<file path="src/hdl/dllm_ram.sv">
`default_nettype none
// ----------------------------------------------------------------------------
// Generic RAM
// One write port and one read port with registered read data.
// ----------------------------------------------------------------------------
module dllm_ram #(
  parameter int WIDTH = 9,
  parameter int DEPTH = 272,
  localparam int AW = (DEPTH > 2) ? $clog2(DEPTH) : 1
) (
  input  wire logic             clk,
  input  wire logic             we,
  input  wire logic [AW-1:0]    waddr,
  input  wire logic [WIDTH-1:0] wdata,
  input  wire logic [AW-1:0]    raddr,
  output logic      [WIDTH-1:0] rdata
);

  logic [WIDTH-1:0] mem [DEPTH];

  always_ff @(posedge clk) begin
    if (we) begin
      mem[waddr] <= wdata;
    end
    rdata <= mem[raddr];
  end

endmodule
`default_nettype wire

</file>
<file path="config.mk">
export PLATFORM = sky130hd
export DESIGN_NAME = dllm_ram
export DESIGN_NICKNAME = d
export VERILOG_FILES = /design/src/hdl/dllm_ram.sv
export SDC_FILE = /design/constraint.sdc
export NUM_CORES = 2
export LEC_CHECK = 0
export ABC_AREA = 1
export BUFFER_PORTS_ARGS = -buffer_cell sky130_fd_sc_hd__buf_2
export CAP_MARGIN = 15
export CORE_ASPECT_RATIO = 1.5
export CORE_MARGIN = 5
export CORE_UTILIZATION = 52
export DETAILED_ROUTE_END_ITERATION = 10
export MAX_ROUTING_LAYER = met4
export PLACE_DENSITY = 0.72
export SLEW_MARGIN = 20
export SYNTH_ARGS = -nofsm -noshare
export SYNTH_HDL_FRONTEND = slang
export SYNTH_SLANG_ARGS = --single-unit
</file>
<file path="constraint.sdc">
create_clock -name clk -period 2.4 [get_ports clk]
set_input_delay 0.24 -clock clk [delete_from_list [all_inputs] [get_ports clk]]
set_output_delay 0.24 -clock clk [all_outputs]
set_load 0.02 [all_outputs]
</file>
* After elaboration in Yosys (flattened, before gate mapping)
Memory sizes are Yosys's and may differ from the RTL's. A register that Yosys moved wholly into a read port is not among the register bits.
Index checks and enable logic that the tools add are counted.
** Word-level totals
- Flip-flop bits (word level) :: 0
- Latch bits :: 0
- RAM bits :: 2448
- Memory bits (read-only) :: 0
- Input bits :: 29
- Word-level logic and storage cells :: 3
- Memories :: 1
** Memory list
- mem :: words 272, width 9, read ports 1, clocked after Yosys merged registers in 1, wr ports 1, line 19 : logic [WIDTH-1:0] mem [DEPTH];
** Cells by class
- Add/subtract/negate cells :: 0
- Multipliers :: 0
- Div/mod/pow operators :: 0
- Magnitude comparators :: 0
- Eq/ne operators :: 0
- Shift-type cells :: 0
- Mux-type cells :: 2
- Bitwise logic cells :: 0
- Reduce and logical (&&, ||, !) cells :: 0
** Operators with widths (number)
- $mux W1 :: 2

* Longest topological paths before layout
- Depth in word-level cells :: 2
- Depth in mapped cells :: 15
- Depth with buffers taken out :: 11

* Worst setup path after synthesis
Ideal clock, no wire load.
- Path type :: input -> register
- Start :: input port waddr[7]
- End :: memory mem[10][0] (enable)
- Library setup time :: 0.374 ns
- Arrival :: 1.513 ns
- Slack :: 0.513 ns
- Stages :: 5
- Path buffers :: 1
- Cells stage by stage :: or2_2 -> nor2_1 -> nand2_1 -> clkbuf_1 -> nor2_1
** RTL lines
- from (decl) :: line 13 : input wire logic [AW-1:0] waddr,
- to (decl) :: line 19
No word-level cell before the write port.

==> Flow_metrics.wiki <==
{| class="wikitable"
! Metric !! Value
|-
| Run status || complete, no violations
|-
| Max-Slew Margin vs Limit || 34.9%
|-
| Critical path class || reg2reg
|-
| Number of synthesis warnings || 0
|-
| X dimension of the die || 366 microns
|-
| Met1 Wirelength || 96,800 microns
|-
| Clock buffer depth || 4
|-
| Count leader, synth || sky130_fd_sc_hd__edfxtp_1
|-
| Top routing layer in use || met4
|-
| Gr usage total || 28.7%
|-
| Worst EP arrival || 2.99 ns
|-
| Vertical die dimension || 545 microns
|-
| Global placement routability congestion || 0.961
|-
| Most used flip-flop cell after synthesis || sky130_fd_sc_hd__edfxtp_1
|-
| Post-synth top cells || sky130_fd_sc_hd__edfxtp_1, sky130_fd_sc_hd__nand2_1, sky130_fd_sc_hd__nand3_1, sky130_fd_sc_hd__nor2_1, sky130_fd_sc_hd__buf_2
|-
| Proportion of synthesized flip-flops having asynchronous set or reset || 0%
|-
| Average wire per cell in the routed design || 25.2 microns
|-
| # fillers || 14,377
|-
| Via-per-instance ratio || 6.04
|-
| Initial antenna violation count || 3
|-
| Share of the cycle needed by the critical path after routing || 93.6%
|-
| Number of synthesized flops with an enable pin || 2,448
|-
| Detailed-routing iteration count for the pre-antenna-repair pass || 7
|-
| Final critical path time including I/O delays and setup || 2.25 ns
|-
| Sinks on Clock Net || 2,457
|-
| Number of cell rows || 196
|-
| Hold-critical path depth || 4
|-
| Worst path most repeated cell || sky130_fd_sc_hd__nand3_1
|-
| Summed instance area of the synthesized netlist || 99,100 sq um
|-
| Layout cells sized above 1 || 12.4%
|-
| DRC marker count from the first detailed-route iteration || 8,073
|-
| Combined buffer and inverter count along the critical path || 0
|-
| Main area contributors after synthesis || sky130_fd_sc_hd__edfxtp_1, sky130_fd_sc_hd__nand3_1, sky130_fd_sc_hd__nand2_1
|-
| Maximum Capacitance Violations || 0
|-
| Routed via count || 68,210
|-
| Worst-case hold slack || 0.127 ns
|-
| Category of cells accounting for the largest share of critical-path delay || simple AND/OR/NAND/NOR gates
|-
| Total of endpoints with negative setup slack in the final report || 0
|-
| Number of levels the H-tree was split into || 4
|-
| Number of instances in the synthesized netlist || 8,214
|-
| Element type at the critical path end || register
|-
| Max Clock Freq || 0.445 GHz
|-
| DRT antenna net count || 0
|-
| Sort of element at the start of the critical path || register
|-
| Clock tree from TritonCTS || yes
|-
| Total wirelength of the detailed-routed design || 285,000 microns
|-
| Sum of met3 wire segment lengths after detailed routing || 25,300 microns
|-
| Number of primary I/O pins || 38
|-
| Initial cell density of the core || 52.2%
|-
| Post-synthesis net count || 8,243
|-
| Number of unique standard cell types used by synthesis || 23
|-
| Average cell area after synthesis || 12.1 sq um
|-
| Cell type with the highest aggregate area in the netlist || sky130_fd_sc_hd__edfxtp_1
|-
| Overflow after GRT || 0
|-
| Peak ir drop on the vdd network || 0.666 mV
|-
| P_int || 68.6 mW
|-
| Ordered list of cells on the worst path || nand2_1, nand3_1, nand3_1, nand3_1, nand3_1, nand3_1, nand3_1, nand3_1, nand3_1, nand2_1
|-
| Largest net degree at the start of global routing || 83
|-
| Worst-skew pair later-pin latency || 0.86 ns
|-
| WL met2 || 140,000 microns
|-
| Reg2Reg Capture Point || rdata[1]
|-
| Clock input transition at the sequential cells of the worst setup and hold paths || 0.07 ns
|-
| WHS Endpoint || mem[168][5]
|-
| Psw || 19.5 mW
|-
| Fraction of power consumed by sequential logic || 53.7%
|-
| Pleak || 40.5 nW
|-
| Launch instance of the worst register-to-register path || mem[232][1]
|-
| Setup TNS || 0 ns
|-
| Total of buffers placed on input and output ports || 37
|-
| Switching part of the total || 22.1%
|-
| Reg2reg setup slack || 0.15 ns
|-
| Logic gate share of total power || 6.9%
|-
| Die Area || 200,000 sq um
|-
| Delay of the slowest critical-path stage || 0.38 ns
|-
| Clock Power Share || 39.4%
|-
| Share of Yosys cell area claimed by the top area cell type || 74.2%
|-
| DRC || 0
|-
| Unrepaired setup endpoints after global routing || false
|-
| Worst clock skew || 0.0349 ns
|-
| Number of register bits inferred by synthesis || 2,457
|-
| Worst endpoint required time || 3.15 ns
|-
| Core ar. || 190,000 sq um
|-
| PD cells || 772 nW/um^2
|-
| Slew at the pin with the worst max-slew slack || 0.973 ns
|-
| Post-detailed-placement half-perimeter wirelength || 180,000 microns
|-
| Number of cell instances on the worst register-to-register path || 10
|-
| Share of synthesized area occupied by flip-flops and latches || 74.3%
|-
| First-pass GRT wire length || 419,000 microns
|-
| Util after Layout || 60.1%
|-
| Number of max-slew violations in the final report || 0
|-
| Via count of the first global-routing pass || 66,035
|-
| Final Hold Violating Endpoints || 0
|-
| CP max-delay cell || sky130_fd_sc_hd__edfxtp_1
|-
| Hold_sp || waddr[1]
|-
| Root Driver || sky130_fd_sc_hd__clkbuf_16
|-
| Clock buffers created by TritonCTS || 211
|-
| Worst min-delay path category || in2reg
|-
| Final #Nets || 8,666
|-
| Area growth from synthesis to layout || 15.1%
|-
| Crit path max fanout || 1
|-
| Post-CTS Setup Repair Bufs || 0
|}
## flip-flops by register name, indices dropped and copies added (netlist names)
register / count
rdata: 9
mem: 2448
## per-layer routing
layer	GRT usage, %	vias to the layer above
li1	-	30154
met1	33.4	33245
met2	47.5	3844
met3	3.82	967
met4	18.6	0
met5	-	-
## cell type report
| type | instances | area [sq um] | share of cell area (%) |
|---|---|---|---|
| diodes | 6 | 15.0 | 0.0132 |
| clock buffers | 262 | 5570 | 4.88 |
| clock inverters | 118 | 1360 | 1.19 |
| inverters | 30 | 158 | 0.138 |
| multi-input cells | 5160 | 22500 | 19.8 |
| flip-flops and latches | 2457 | 73700 | 64.6 |
| well taps | 2475 | 3100 | 2.72 |
| repair buffers | 777 | 7620 | 6.68 |
## cell usage in the layout, fill, tap and decap left out, drive strengths merged
| cell type | n |
|---|---|
| diode | 6 |
| o22ai | 34 |
| nand3 | 2297 |
| clkbuf | 262 |
| edfxtp | 2448 |
| clkinv | 84 |
| buf | 766 |
| dfxtp | 9 |
| dlygate4sd3 | 11 |
| bufinv | 29 |
| nor3 | 5 |
| inv | 29 |
| nand4 | 1 |
| clkinvlp | 6 |
| or2 | 1 |
| o21ai | 88 |
| o221ai | 7 |
| nand2 | 2363 |
| o32ai | 2 |
| nor2 | 362 |
## worst register-to-register path, stage by stage (launching register included)
cell and delay, ns:
sky130_fd_sc_hd__edfxtp_1 0.38, sky130_fd_sc_hd__nand2_1 0.08, sky130_fd_sc_hd__nand3_1 0.08, sky130_fd_sc_hd__nand3_1 0.18, sky130_fd_sc_hd__nand3_1 0.14, sky130_fd_sc_hd__nand3_1 0.17
sky130_fd_sc_hd__nand3_1 0.31, sky130_fd_sc_hd__nand3_1 0.30, sky130_fd_sc_hd__nand3_1 0.25, sky130_fd_sc_hd__nand3_1 0.17, sky130_fd_sc_hd__nand2_1 0.06
## power by group through the flow
| stage | logic (mW) | registers [mW] | clock network (mW) |
|---|---|---|---|
| after floorplan | 2.84 | 48.2 | 0 |
| after global placement | 5.87 | 48.2 | 0 |
| after detailed placement | 5.97 | 48.2 | 0 |
| after CTS | 6.02 | 47.3 | 34.9 |
| after global routing | 6.44 | 47.2 | 36.6 |
| final | 6.09 | 47.3 | 34.7 |
## worst max-delay path by stage
| stage | start | to | slack [ns] | cells after the start |
|---|---|---|---|---|
| 2_1_floorplan | waddr[7] | mem[10][0] | 0.51 | 5 |
| 3_3_place_gp | raddr[0] | rdata[8] | -0.47 | 15 |
| 3_5_place_dp | raddr[0] | rdata[8] | -0.47 | 13 |
| 4_1_cts | mem[233][6] | rdata[6] | 0.19 | 10 |
| 5_1_grt | mem[231][6] | rdata[6] | 0.06 | 10 |
| 6_report | mem[232][1] | rdata[1] | 0.15 | 10 |
## cells by family (layout without fill, tap and decap cells)
kind of cell    after synthesis  count (layout)  share of synthesized area [%]
buf+inv                     597            1187                           2.96
other cells                   0               6                              0
simple gates               5029            5029                           22.0
flops                      2457            2457                           74.3
compound gates              131             131                          0.738
## timing repair
action                                 4_1_cts  5_1_grt
setup endpoints to repair                    0        1
resized for setup                            0        1
hold buffers                                11        0
endpoints found under the hold margin      437        0
## metrics by stage
stage / cells / cell area [sq um] / setup WS (ns) / power [mW]
finish: 11285 / 114000 / 0.153 / 88.0
global route: 11282 / 114000 / 0.0637 / 90.3
CTS: 11279 / 114000 / 0.189 / 88.2
detailed placement: 10888 / 107000 / -0.474 / 54.2
global placement: 10888 / 107000 / -0.475 / 54.1
floorplan: 8214 / 99100 / 0.513 / 51.0
(Power assumes the default switching activity.)
